[config.mk]
export PLATFORM = sky130hd
export DESIGN_NAME = advertising_data_scanner_core
export DESIGN_NICKNAME = d
export VERILOG_FILES = /design/src/rtl/adsc_pkg.sv /design/src/rtl/advertising_data_scanner_core.sv /design/src/rtl/adsc_queue.sv /design/src/rtl/adsc_front.sv /design/src/rtl/adsc_back.sv
export VERILOG_INCLUDE_DIRS = /design/src /design/src/rtl
export SDC_FILE = /design/constraint.sdc
export NUM_CORES = 1
export LEC_CHECK = 0
export ABC_AREA = 0
export BUFFER_PORTS_ARGS = -buffer_cell sky130_fd_sc_hd__buf_2
export CAP_MARGIN = 0
export CORE_MARGIN = 5
export CORE_UTILIZATION = 55
export DETAILED_ROUTE_END_ITERATION = 8
export GPL_ROUTABILITY_DRIVEN = 0
export GPL_TIMING_DRIVEN = 0
export PLACE_DENSITY_LB_ADDON = 0.15
export SYNTH_ARGS = -nofsm -noshare
export SYNTH_HDL_FRONTEND = slang
export SYNTH_SLANG_ARGS = --single-unit
[constraint.sdc]
create_clock -name i_clk -period 13.4 [get_ports i_clk]
set_clock_uncertainty 0.1 [all_clocks]
set_input_delay 1.34 -clock i_clk [delete_from_list [all_inputs] [get_ports i_clk]]
set_output_delay 1.34 -clock i_clk [all_outputs]
set_load 0.005 [all_outputs]
[src/rtl/assert_macros.svh]
// Assertion macros shared by the scanner modules.
`ifndef ASSERT_MACROS_SVH
`define ASSERT_MACROS_SVH

// Checked on every rising clock edge outside of reset.
`define ADSC_ASSERT(lbl, clk, rst_n, prop) \
    lbl: assert property (@(posedge clk) disable iff (!rst_n) prop) \
        else $error("adsc assertion failed");

// Checked on every rising clock edge, reset included.
`define ADSC_ASSERT_ALWAYS(lbl, clk, prop) \
    lbl: assert property (@(posedge clk) prop) \
        else $error("adsc assertion failed");

`endif

[src/rtl/adsc_pkg.sv]
`timescale 1ns / 1ps
package adsc_pkg;

    localparam int NAME_CHARS = 31;
    localparam int NAME_STORE = 31;
    localparam int NAME_CAP   = (NAME_CHARS < 31) ? NAME_CHARS : 31;
    localparam int NAME_IDX_W = $clog2(NAME_STORE);

    localparam int NUM_BANKS = 4;
    localparam int BANK_W    = $clog2(NUM_BANKS);
    localparam int Q_DEPTH   = 2;
    localparam int QCNT_W    = $clog2(Q_DEPTH + 1);

    localparam logic [15:0] TARGET_RESET = 16'h180D;

    localparam logic [7:0] AD_NAME_SHORT    = 8'h08;
    localparam logic [7:0] AD_NAME_COMPLETE = 8'h09;
    localparam logic [7:0] AD_U16_PARTIAL   = 8'h02;
    localparam logic [7:0] AD_U16_COMPLETE  = 8'h03;
    localparam logic [7:0] AD_U128_PARTIAL  = 8'h06;
    localparam logic [7:0] AD_U128_COMPLETE = 8'h07;

    localparam logic [3:0] U128_TGT_LO = 4'd12;
    localparam logic [3:0] U128_TGT_HI = 4'd13;
    localparam logic [3:0] U128_LAST   = 4'd15;

    typedef logic [BANK_W-1:0]    t_bank;
    typedef logic [NUM_BANKS-1:0] t_bank_mask;
    typedef logic [4:0]           t_len;

    localparam t_len NAME_CAP_LEN = t_len'(NAME_CAP);

    typedef struct packed {
        t_bank bank;
        t_len  len;
        logic  seen;
    } t_desc;

    typedef struct packed {
        logic                  we;
        t_bank                 bank;
        logic [NAME_IDX_W-1:0] addr;
        logic [7:0]            data;
    } t_name_wr;

    function automatic logic [7:0] adsc_base_uuid(input logic [3:0] pos);
        logic [7:0] v;
        unique case (pos)
            4'd0:    v = 8'hFB;
            4'd1:    v = 8'h34;
            4'd2:    v = 8'h9B;
            4'd3:    v = 8'h5F;
            4'd4:    v = 8'h80;
            4'd7:    v = 8'h80;
            4'd9:    v = 8'h10;
            default: v = 8'h00;
        endcase
        return v;
    endfunction

    function automatic logic [7:0] adsc_expected128(input logic [3:0] pos,
                                                   input logic [15:0] target);
        logic [7:0] v;
        if (pos == U128_TGT_LO) begin
            v = target[7:0];
        end else if (pos == U128_TGT_HI) begin
            v = target[15:8];
        end else begin
            v = adsc_base_uuid(pos);
        end
        return v;
    endfunction

    function automatic logic adsc_is_name(input logic [7:0] t);
        return (t == AD_NAME_SHORT) || (t == AD_NAME_COMPLETE);
    endfunction

    function automatic logic adsc_is_u16(input logic [7:0] t);
        return (t == AD_U16_PARTIAL) || (t == AD_U16_COMPLETE);
    endfunction

    function automatic logic adsc_is_u128(input logic [7:0] t);
        return (t == AD_U128_PARTIAL) || (t == AD_U128_COMPLETE);
    endfunction

    function automatic t_bank_mask adsc_bank_bit(input t_bank b);
        return t_bank_mask'(1) << b;
    endfunction

endpackage

[src/rtl/advertising_data_scanner_core.sv]
// The final byte queues its payload's descriptor; results leave via the output register.
// Throughput: one payload byte per cycle; a payload yields name length plus one results,
// one per cycle while the output is ready; the final byte stalls only on two queued payloads.
// Reset: synchronous, active low; clears parser, queue and output valid, sets the target
// UUID to 0x180D, and leaves the name store as it was.
`timescale 1ns / 1ps
module advertising_data_scanner_core (
    input  logic        i_clk,
    input  logic        i_rst_n,
    input  logic        i_cfg_we,
    input  logic [15:0] i_cfg_wdata,
    input  logic        i_in_valid,
    output logic        o_in_ready,
    input  logic [7:0]  i_payload_byte,
    input  logic        i_end_of_payload,
    output logic        o_out_valid,
    input  logic        i_out_ready,
    output logic        o_item_kind,
    output logic [7:0]  o_name_char,
    output logic [4:0]  o_name_length,
    output logic        o_service_seen,
    output logic        o_run_end
);
    import adsc_pkg::*;

    logic       q_full;
    logic       q_head_valid;
    t_desc      q_head;
    t_bank_mask q_busy;
    logic       push;
    t_desc      push_desc;
    logic       pop;
    t_name_wr   name_wr;
    logic       accept;

    assign o_in_ready = !q_full || !i_end_of_payload;
    assign accept     = i_in_valid && o_in_ready;

    adsc_front u_front (
        .i_clk            (i_clk),
        .i_rst_n          (i_rst_n),
        .i_cfg_we         (i_cfg_we),
        .i_cfg_wdata      (i_cfg_wdata),
        .i_accept         (accept),
        .i_payload_byte   (i_payload_byte),
        .i_end_of_payload (i_end_of_payload),
        .i_q_busy         (q_busy),
        .o_push           (push),
        .o_push_desc      (push_desc),
        .o_name_wr        (name_wr)
    );

    adsc_queue u_queue (
        .i_clk        (i_clk),
        .i_rst_n      (i_rst_n),
        .i_push       (push),
        .i_push_desc  (push_desc),
        .i_pop        (pop),
        .o_full       (q_full),
        .o_head_valid (q_head_valid),
        .o_head       (q_head),
        .o_busy       (q_busy)
    );

    adsc_back u_back (
        .i_clk          (i_clk),
        .i_rst_n        (i_rst_n),
        .i_name_wr      (name_wr),
        .i_head_valid   (q_head_valid),
        .i_head         (q_head),
        .o_pop          (pop),
        .o_out_valid    (o_out_valid),
        .i_out_ready    (i_out_ready),
        .o_item_kind    (o_item_kind),
        .o_name_char    (o_name_char),
        .o_name_length  (o_name_length),
        .o_service_seen (o_service_seen),
        .o_run_end      (o_run_end)
    );

endmodule

[src/rtl/adsc_queue.sv]
`timescale 1ns / 1ps
`include "assert_macros.svh"
module adsc_queue (
    input  logic                i_clk,
    input  logic                i_rst_n,
    input  logic                i_push,
    input  adsc_pkg::t_desc     i_push_desc,
    input  logic                i_pop,
    output logic                o_full,
    output logic                o_head_valid,
    output adsc_pkg::t_desc     o_head,
    output adsc_pkg::t_bank_mask o_busy
);
    import adsc_pkg::*;

    t_desc             r_slot [Q_DEPTH];
    logic              r_wp;
    logic              r_rp;
    logic [QCNT_W-1:0] r_count;

    assign o_full       = (r_count == QCNT_W'(Q_DEPTH));
    assign o_head_valid = (r_count != '0);
    assign o_head       = r_slot[r_rp];

    always_comb begin
        o_busy = '0;
        for (int i = 0; i < Q_DEPTH; i++) begin
            if (o_full || (o_head_valid && (r_rp == 1'(i)))) begin
                o_busy = o_busy | adsc_bank_bit(r_slot[i].bank);
            end
        end
    end

    always_ff @(posedge i_clk) begin
        if (!i_rst_n) begin
            r_wp    <= 1'b0;
            r_rp    <= 1'b0;
            r_count <= '0;
        end else begin
            if (i_push) begin
                r_wp <= ~r_wp;
            end
            if (i_pop) begin
                r_rp <= ~r_rp;
            end
            if (i_push && !i_pop) begin
                r_count <= r_count + 1'b1;
            end else if (i_pop && !i_push) begin
                r_count <= r_count - 1'b1;
            end
        end
    end

    always_ff @(posedge i_clk) begin
        if (i_push) begin
            r_slot[r_wp] <= i_push_desc;
        end
    end

    `ADSC_ASSERT(a_no_overflow, i_clk, i_rst_n, i_push |-> !o_full)
    `ADSC_ASSERT(a_no_underflow, i_clk, i_rst_n, i_pop |-> o_head_valid)
    `ADSC_ASSERT_ALWAYS(a_reset_empty, i_clk, !i_rst_n |=> (r_count == '0))

endmodule

[src/rtl/adsc_front.sv]
`timescale 1ns / 1ps
`include "assert_macros.svh"
module adsc_front (
    input  logic                 i_clk,
    input  logic                 i_rst_n,
    input  logic                 i_cfg_we,
    input  logic [15:0]          i_cfg_wdata,
    input  logic                 i_accept,
    input  logic [7:0]           i_payload_byte,
    input  logic                 i_end_of_payload,
    input  adsc_pkg::t_bank_mask i_q_busy,
    output logic                 o_push,
    output adsc_pkg::t_desc      o_push_desc,
    output adsc_pkg::t_name_wr   o_name_wr
);
    import adsc_pkg::*;

    typedef enum logic [1:0] {PH_LEN, PH_TYPE, PH_DATA, PH_STOP} t_phase;

    logic [15:0] r_target;
    t_phase      r_phase, n_phase;
    logic [7:0]  r_left, n_left;
    logic [7:0]  r_etype, n_etype;
    t_len        r_slen, n_slen;
    t_len        r_klen, n_klen;
    logic        r_seen, n_seen;
    logic        r_match, n_match;
    logic [7:0]  r_low, n_low;
    logic [3:0]  r_pos, n_pos;
    logic        r_eq, n_eq;
    t_bank       r_staged, n_staged;
    t_bank       r_kept, n_kept;

    always_comb begin
        logic       commit;
        logic [7:0] exp_b;
        t_bank_mask busy;
        t_bank      free_b;

        n_phase     = r_phase;
        n_left      = r_left;
        n_etype     = r_etype;
        n_slen      = r_slen;
        n_klen      = r_klen;
        n_seen      = r_seen;
        n_match     = r_match;
        n_low       = r_low;
        n_pos       = r_pos;
        n_eq        = r_eq;
        n_staged    = r_staged;
        n_kept      = r_kept;
        commit      = 1'b0;
        exp_b       = adsc_expected128(r_pos, r_target);
        busy        = '0;
        free_b      = '0;
        o_push      = 1'b0;
        o_push_desc = '0;
        o_name_wr   = '0;

        if (i_accept) begin
            unique case (r_phase)
                PH_LEN: begin
                    if (i_payload_byte == 8'd0) begin
                        n_phase = PH_STOP;
                    end else begin
                        n_left  = i_payload_byte;
                        n_phase = PH_TYPE;
                    end
                end
                PH_TYPE: begin
                    n_etype = i_payload_byte;
                    n_slen  = '0;
                    n_match = 1'b0;
                    n_pos   = '0;
                    n_eq    = 1'b1;
                    n_low   = '0;
                    n_left  = r_left - 8'd1;
                    if (n_left == 8'd0) begin
                        commit  = 1'b1;
                        n_phase = PH_LEN;
                    end else begin
                        n_phase = PH_DATA;
                    end
                end
                PH_DATA: begin
                    if (adsc_is_name(r_etype)) begin
                        if (r_slen < NAME_CAP_LEN) begin
                            o_name_wr.we   = 1'b1;
                            o_name_wr.bank = r_staged;
                            o_name_wr.addr = r_slen[NAME_IDX_W-1:0];
                            o_name_wr.data = i_payload_byte;
                            n_slen         = r_slen + 5'd1;
                        end
                    end else if (adsc_is_u16(r_etype)) begin
                        if (!r_pos[0]) begin
                            n_low = i_payload_byte;
                        end else if ({i_payload_byte, r_low} == r_target) begin
                            n_match = 1'b1;
                        end
                        n_pos = {3'b000, ~r_pos[0]};
                    end else if (adsc_is_u128(r_etype)) begin
                        if (i_payload_byte != exp_b) begin
                            n_eq = 1'b0;
                        end
                        if (r_pos == U128_LAST) begin
                            if (r_eq && (i_payload_byte == exp_b)) begin
                                n_match = 1'b1;
                            end
                            n_eq  = 1'b1;
                            n_pos = '0;
                        end else begin
                            n_pos = r_pos + 4'd1;
                        end
                    end
                    n_left = r_left - 8'd1;
                    if (n_left == 8'd0) begin
                        commit  = 1'b1;
                        n_phase = PH_LEN;
                    end
                end
                PH_STOP: begin
                end
            endcase

            if (commit) begin
                if (adsc_is_name(n_etype)) begin
                    n_klen   = n_slen;
                    n_kept   = r_staged;
                    n_staged = r_kept;
                end else if ((adsc_is_u16(n_etype) || adsc_is_u128(n_etype)) && n_match) begin
                    n_seen = 1'b1;
                end
            end

            if (i_end_of_payload) begin
                o_push           = 1'b1;
                o_push_desc.bank = n_kept;
                o_push_desc.len  = n_klen;
                o_push_desc.seen = n_seen;
                busy = i_q_busy | adsc_bank_bit(n_staged) | adsc_bank_bit(n_kept);
                for (int i = NUM_BANKS - 1; i >= 0; i--) begin
                    if (!busy[i]) begin
                        free_b = t_bank'(i);
                    end
                end
                n_kept  = free_b;
                n_klen  = '0;
                n_slen  = '0;
                n_seen  = 1'b0;
                n_match = 1'b0;
                n_phase = PH_LEN;
                n_left  = '0;
                n_etype = '0;
                n_low   = '0;
                n_pos   = '0;
                n_eq    = 1'b1;
            end
        end
    end

    always_ff @(posedge i_clk) begin
        if (!i_rst_n) begin
            r_target <= TARGET_RESET;
            r_phase  <= PH_LEN;
            r_left   <= '0;
            r_etype  <= '0;
            r_slen   <= '0;
            r_klen   <= '0;
            r_seen   <= 1'b0;
            r_match  <= 1'b0;
            r_low    <= '0;
            r_pos    <= '0;
            r_eq     <= 1'b1;
            r_staged <= t_bank'(0);
            r_kept   <= t_bank'(1);
        end else begin
            if (i_cfg_we) begin
                r_target <= i_cfg_wdata;
            end
            r_phase  <= n_phase;
            r_left   <= n_left;
            r_etype  <= n_etype;
            r_slen   <= n_slen;
            r_klen   <= n_klen;
            r_seen   <= n_seen;
            r_match  <= n_match;
            r_low    <= n_low;
            r_pos    <= n_pos;
            r_eq     <= n_eq;
            r_staged <= n_staged;
            r_kept   <= n_kept;
        end
    end

    `ADSC_ASSERT(a_banks_distinct, i_clk, i_rst_n, r_staged != r_kept)
    `ADSC_ASSERT(a_staged_not_queued, i_clk, i_rst_n, (i_q_busy & adsc_bank_bit(r_staged)) == '0)
    `ADSC_ASSERT(a_data_has_bytes, i_clk, i_rst_n, (r_phase == PH_DATA) |-> (r_left != 8'd0))

endmodule

[src/rtl/adsc_back.sv]
`timescale 1ns / 1ps
module adsc_back (
    input  logic               i_clk,
    input  logic               i_rst_n,
    input  adsc_pkg::t_name_wr i_name_wr,
    input  logic               i_head_valid,
    input  adsc_pkg::t_desc    i_head,
    output logic               o_pop,
    output logic               o_out_valid,
    input  logic               i_out_ready,
    output logic               o_item_kind,
    output logic [7:0]         o_name_char,
    output logic [4:0]         o_name_length,
    output logic               o_service_seen,
    output logic               o_run_end
);
    import adsc_pkg::*;

    logic [7:0] r_name [NUM_BANKS][NAME_STORE];
    t_len       r_idx;
    logic       r_valid;
    logic       r_kind;
    logic [7:0] r_char;
    t_len       r_len;
    logic       r_seen;
    logic       load;
    logic       is_char;

    assign load    = i_head_valid && (!r_valid || i_out_ready);
    assign is_char = (r_idx < i_head.len);
    assign o_pop   = load && !is_char;

    always_ff @(posedge i_clk) begin
        if (i_name_wr.we) begin
            r_name[i_name_wr.bank][i_name_wr.addr] <= i_name_wr.data;
        end
    end

    always_ff @(posedge i_clk) begin
        if (!i_rst_n) begin
            r_valid <= 1'b0;
            r_idx   <= '0;
        end else begin
            if (load) begin
                r_valid <= 1'b1;
                r_idx   <= is_char ? r_idx + 5'd1 : '0;
            end else if (i_out_ready) begin
                r_valid <= 1'b0;
            end
        end
    end

    always_ff @(posedge i_clk) begin
        if (load) begin
            r_kind <= !is_char;
            r_char <= is_char ? r_name[i_head.bank][r_idx[NAME_IDX_W-1:0]] : 8'd0;
            r_len  <= i_head.len;
            r_seen <= i_head.seen;
        end
    end

    assign o_out_valid    = r_valid;
    assign o_item_kind    = r_kind;
    assign o_name_char    = r_char;
    assign o_name_length  = r_len;
    assign o_service_seen = r_seen;
    assign o_run_end      = r_kind;

endmodule

After elaboration in Yosys (flattened, before gate mapping) --
Memories as Yosys holds them, arrays and structs flattened. A register that Yosys moved wholly into a read port is not among the register bits. Index checks and enable logic that the tools add are counted.
Storage, ports and cells: bits in registers 88, memory bits (writable) 1008, input port bits 30, output and inout port bits 18, word-level logic and storage cells 220, memories kept 2
Cells by class: add/subtract/negate cells 6, $lt $le $gt $ge 5, eq/ne operators 36, shift-type cells 4, muxes and demuxes 93, bitwise operators 8, reduce and logical (&&, ||, !) cells 44
Memories:
- u_back.r_name | depth 4, bits a word 248, rd ports 1, clocked after Yosys merged registers in 0, wr ports 1, RTL line adsc_back.sv:19 | logic [7:0] r_name [NUM_BANKS][NAME_STORE];
- u_queue.r_slot | depth 2, bits a word 8, rd ports 3, clocked after Yosys merged registers in 1, wr ports 1, RTL line adsc_queue.sv:16 | t_desc r_slot [Q_DEPTH];
Operators with widths (count):
- $mux 248 | 1
- $mux 8 | 16
- $mux 16 | 4
- $pmux 8 s6 | 1
- $bmux 8 s5 | 1
- $demux 8 s5 | 1
- $mux 5 | 7
- $mux 2 | 17
- $eq 8x2->1 const B | 4
- $eq 8x3->1 const B | 4
- $eq 8x4->1 const B | 4
- $pmux 8 s2 | 2
- $mux 1 | 31
- $mux 4 | 7
- $eq 16x16->1 | 1
- $eq 4x4->1 const B | 4
- $logic_not 8->1 | 2
- $shl 1x2->4 const A | 4
- $ge 6x6->1 const B | 2
- $ne 3x3->1 const B | 4
- $not 5->6 | 2
- $or 4x4->4 | 3
- $logic_or 1x1->1 | 11
- $add 5x1->5 const B | 2
- other kinds (33) | 61

Longest topological paths before layout --
depth after elaboration 20, mapped depth 14, mapped depth without buffers 12

Cells and area by module --
From an unflattened synthesis, not the netlist that was laid out.
Unflattened totals: cell total of the unflattened synthesis 2490, area, all modules 44511.4 um^2
By module, submodules not included:
- adsc_back | times used 1, cells an instance 1920, area each 39486.6 um^2, seq. area each 30359.1 um^2
- adsc_front | times used 1, cells an instance 506, area each 4130.2 um^2, seq. area each 1241.2 um^2
- adsc_queue | times used 1, cells an instance 62, area each 883.3 um^2, seq. area each 580.6 um^2
- advertising_data_scanner_core | times used 1, cells an instance 2, area each 11.3 um^2, seq. area each 0.0 um^2

Worst setup path before layout --
OpenSTA, ideal clock, no wires.
kind input to register, from input i_end_of_payload, to memory u_back.r_name[0][106] (netlist bit), data pin, library setup time 1473 ps, arrival time 8576 ps, data required time 11827 ps, setup slack 3250 ps, stages 5, path buffers 1, cells stage by stage clkbuf_1 nand3b_1 and2_1 nand2_1 nor4_1
RTL lines:
- from (decl) | RTL line advertising_data_scanner_core.sv:15 | input logic i_end_of_payload,
- to (decl) | RTL line adsc_back.sv:19

Worst setup path after layout --
from register u_back.r_idx[1], to register u_back.r_char[3], in the netlist u_back.o_name_char[3], data pin
Between the ends: word-level cells in the longest chain between the ends 4, elaborated cells on any way between the ends 5, classes of those cells order compare (1); mux (3); bitwise (1)
RTL lines:
- from (decl) | RTL line adsc_back.sv:20 | t_len r_idx;
- from (signal assigned) | RTL line adsc_back.sv:46 | r_idx <= is_char ? r_idx + 5'd1 : '0;
- $not 5->6 (implied by the code) | RTL line adsc_back.sv:56 | r_char <= is_char ? r_name[i_head.bank][r_idx[NAME_IDX_W-1:0]] : 8'd0;
- $bmux 8 s5 | RTL line adsc_back.sv:56
- $mux 8 (implied by the code) (2 in a row) | RTL line adsc_back.sv:56
- to (signal assigned) | RTL line adsc_back.sv:56
- to (decl) | RTL line adsc_back.sv:23 | logic [7:0] r_char;
Several ways; a longest one is shown, not always the timed one. The select of a mux whose other input is x is not followed. A chain may end at the register's enable or synchronous reset.

==> flow_metrics.py <==
metrics = {
    "yosys": {
        "synth_edf_count": 1023,
        "synthTopCellsByCount": "edfxtp_1 (1,023), nand2_1 (233), nor2_1 (210)",
        "synth_area_leaders": "edfxtp_1 (70%), mux4_2 (11%), dfxtp_1 (3.3%), mux2i_1 (2.2%), nand2_1 (2.0%)",
        "syn_nets": 2636,
        "yosys.area.top_type": "edfxtp_1",
        "synth_cells": 2590,
        "syn_area_per_cell_um2": 17.0,
        "ys.warnings.count": 0,
        "synthArstFlopShare": 0,
        "synth_ff_type": "edfxtp_1",
        "synth.most_common_cell": "edfxtp_1",
        "ys_types": 70,
        "syn_area_um2": 44100,
        "yosysSeqAreaShare": 0.729,
        "yosys.area.top_type_share": 0.696,
        "synth-seq-cells": 1096,
    },
    "floorplanning": {
        "initial_utilization": 0.557,
        "dieWidth_um": 293,
        "core-area_um2": 79300,
        "dieArea_um2": 86000,
        "io_pins": 48,
        "rows": 103,
        "die_h_um": 293,
    },
    "place": {
        "placed_cell_area_um2": 46100,
        "place_hpwl_um": 94800,
        "port_buffers": 37,
    },
    "power": {
        "p_clk_frac": 0.416,
        "p_seq_frac": 0.515,
        "powerDensity_nw_per_um2": 146,
        "p_sw_frac": 0.235,
        "p_leak_uw": 0.0137,
        "share_comb_of_total_power": 0.069,
        "ir_worst_vdd_uv": 115,
        "p_int_uw": 5530,
        "p_sw_uw": 1690,
    },
    "drt": {
        "wirelength_um": 143000,
        "wl_met2_um": 64100,
        "drcViolationCount": 0,
        "wl_per_cell_um": 36.6,
        "vias": 27400,
        "drt-initial-drc-count": 4657,
        "top_layer": "met5",
        "vias_per_cell": 7.00,
        "wl_met3_um": 20100,
        "wl_met1_um": 49600,
        "firstDrtPassIters": 8,
        "detail-route-antenna-nets": 0,
    },
    "job": {
        "cap_violations": 5,
    },
    "critical_path": {
        "cpPeakStageDelay_ns": 1.24,
        "cp_data_arrival_time_ns": 6.10,
        "cp_cell_sequence": "clkbuf_1, buf_2, clkbuf_1, clkbuf_1, mux2i_1, o21ai_0, nand4b_1, a21oi_1",
        "worstSetupPathType": "flop to flop",
        "critPathLaunchType": "flop",
        "crit_fanout": 10,
        "end_kind": "flop",
        "cp_slowest_cell": "clkbuf_1",
        "path_buf_inv": 4,
        "critPathTopFamily": "buffers and inverters",
        "cp.required_ns": 13.73,
        "path_common_cell": "clkbuf_1",
    },
    "clocking": {
        "numCtsBuffers": 108,
        "max-clock-path-buffers": 3,
        "clkLatencyLatePin_ns": 0.69,
        "postCtsHoldBufs": 0,
        "cts_tree": "done",
        "cts_setup_buffers": 0,
        "clkSinkCount": 1096,
        "cts_resized": 0,
        "htree_levels": 3,
        "cts.clk_slew.worst_paths_ns": 0.06,
        "root_buffer": "clkbuf_16",
    },
    "cells_and_area": {
        "syn_to_final_growth_pct": 12.3,
        "final_util": 0.625,
        "nFillCells": 5590,
        "drive_gt1_frac": 0.182,
        "fin_nets": 2819,
        "final_area_um2": 49600,
    },
    "hold_path": {
        "min_path_type": "flop to flop",
    },
    "global_route": {
        "antenna_found_initial": 5,
        "grt.overflow.total": 0,
        "grt_pass1_wl_um": 199000,
        "grt_max_degree": 93,
        "grt_use_total": 0.330,
        "grt_pass1_vias": 26500,
    },
    "timing": {
        "hold_viol_final": 0,
        "setup_viol": 0,
        "report.final.slew_viol_count": 51,
        "post-route-period-util": 0.431,
        "maxSlewHeadroom": -0.0734,
        "rsz0062_at_grt": "false",
        "clock.fmax_ghz": 0.173,
        "holdWs_ns": 0.380,
        "worstMarginPinSlew_ns": 1.61,
        "fin_crit_ns": 5.77,
    },
    "run_status": {
        "status": "finished, violations left",
        "violations": "capacitance limit, slew limit",
    },
}
==> state kept, by name (all words and copies together) (netlist names), 2 cells and up, named ones only <==
name	cells
u_back.o_name_length	5
u_front.r_target	16
u_back.r_idx	5
u_front.r_kept	2
u_queue.r_count	2
u_front.r_phase	2
u_front.r_slen	5
u_front.r_klen	5
u_back.r_name	992
u_back.o_name_char	8
u_front.r_staged	2
u_queue.r_slot	16
u_front.r_etype	7
u_front.r_pos	4
u_front.r_low	8
u_front.r_left	8
==> worst paths after layout <==
kind	startpoint	endpoint	slack, ns	cells past startpoint
max	u_back.r_idx[1]	u_back.o_name_char[3]	7.63	8
min	u_front.r_low[0]	u_front.r_low[0]	0.38	2
max reg2reg	u_back.r_idx[1]	u_back.o_name_char[3]	7.63	8
min reg2reg	u_front.r_low[0]	u_front.r_low[0]	0.38	2
==> cell usage in the layout, fill, tap and decap left out, drive strengths merged, types with 6 or more instances in the layout <==
cell	Yosys	layout
ha	16	16
o22ai	10	10
dfxtp	73	73
a22oi	43	43
o211ai	16	16
inv	29	33
nand2	233	233
o221ai	14	14
o21ai	40	40
or3	6	6
o21a	6	6
and3	8	8
edfxtp	1023	1023
clkbuf	94	231
a211oi	8	8
o31ai	7	7
and2	15	15
buf	64	136
mux2	7	7
nor2	210	210
bufinv	0	10
mux4	206	206
nor2b	13	13
xor2	8	8
xnor2	20	20
a21boi	9	9
nand4	10	10
a31oi	29	29
a32oi	12	12
a221oi	13	13
nor4	14	14
a2111oi	16	16
mux2i	96	96
a21oi	81	81
nand3	50	50
nand2b	8	8
nor3	25	25
clkinv	2	46
clkinvlp	0	9
==> worst register-to-register path, stage by stage (launching register included) <==
cell and delay [ns]:
dfxtp_1 0.40, clkbuf_1 0.58, buf_2 0.72, clkbuf_1 0.92, clkbuf_1 1.25, mux2i_1 0.20, o21ai_0 0.53, nand4b_1 0.32
a21oi_1 0.50
==> cells by family after synthesis <==
logic type | after synthesis | share of synthesized area
AO/OA/AOI/OAI | 329 | 0.0504
XOR/XNOR | 28 | 0.00556
adder cells (fa/ha/maj) | 16 | 0.00454
buffers and inverters | 189 | 0.0190
flip-flops | 1096 | 0.729
multiplexers | 309 | 0.129
AND/OR/NAND/NOR | 623 | 0.0624
==> power groups by stage <==
stage                     clock network (uW)  logic, uW  registers [uW]
after floorplan                            0        249            3790
after global placement                     0        470            3790
after detailed placement                   0        473            3790
after CTS                               3000        475            3720
after global routing                    3140        501            3720
final                                   3000        500            3720
==> through the flow <==
| step | worst slack, ns | total power (uW) | instances | TNS (ns) |
|---|---|---|---|---|
| 2_1_floorplan | 3.25 | 4040 | 2590 | 0 |
| 3_3_place_gp | -4.43 | 4260 | 3677 | -992.41 |
| 3_5_place_dp | 7.53 | 4260 | 3713 | 0 |
| 4_1_cts | 8.05 | 7200 | 3916 | 0 |
| 5_1_grt | 7.84 | 7360 | 3916 | 0 |
| 6_report | 7.63 | 7220 | 3918 | 0 |
==> area by class of cell <==
class / count / area (um2) / share of cell area
antenna: 2 / 5.00 / 0.000101
buffer: 158 / 733 / 0.0148
clock buffer: 136 / 2810 / 0.0567
clock inverter: 67 / 656 / 0.0132
inverter: 31 / 116 / 0.00235
multi-input combinational: 1305 / 11200 / 0.225
sequential: 1096 / 32200 / 0.649
tap: 1050 / 1310 / 0.0265
timing repair buffer: 73 / 579 / 0.0117
==> routing by layer <==
layer / vias to the layer above / global-route usage
met1: 14000 / 0.432
met5: - / 0
met2: 2207 / 0.497
met4: 2 / 0.171
li1: 10700 / -
met3: 519 / 0.114
Power figures use the tool's default switching activity.
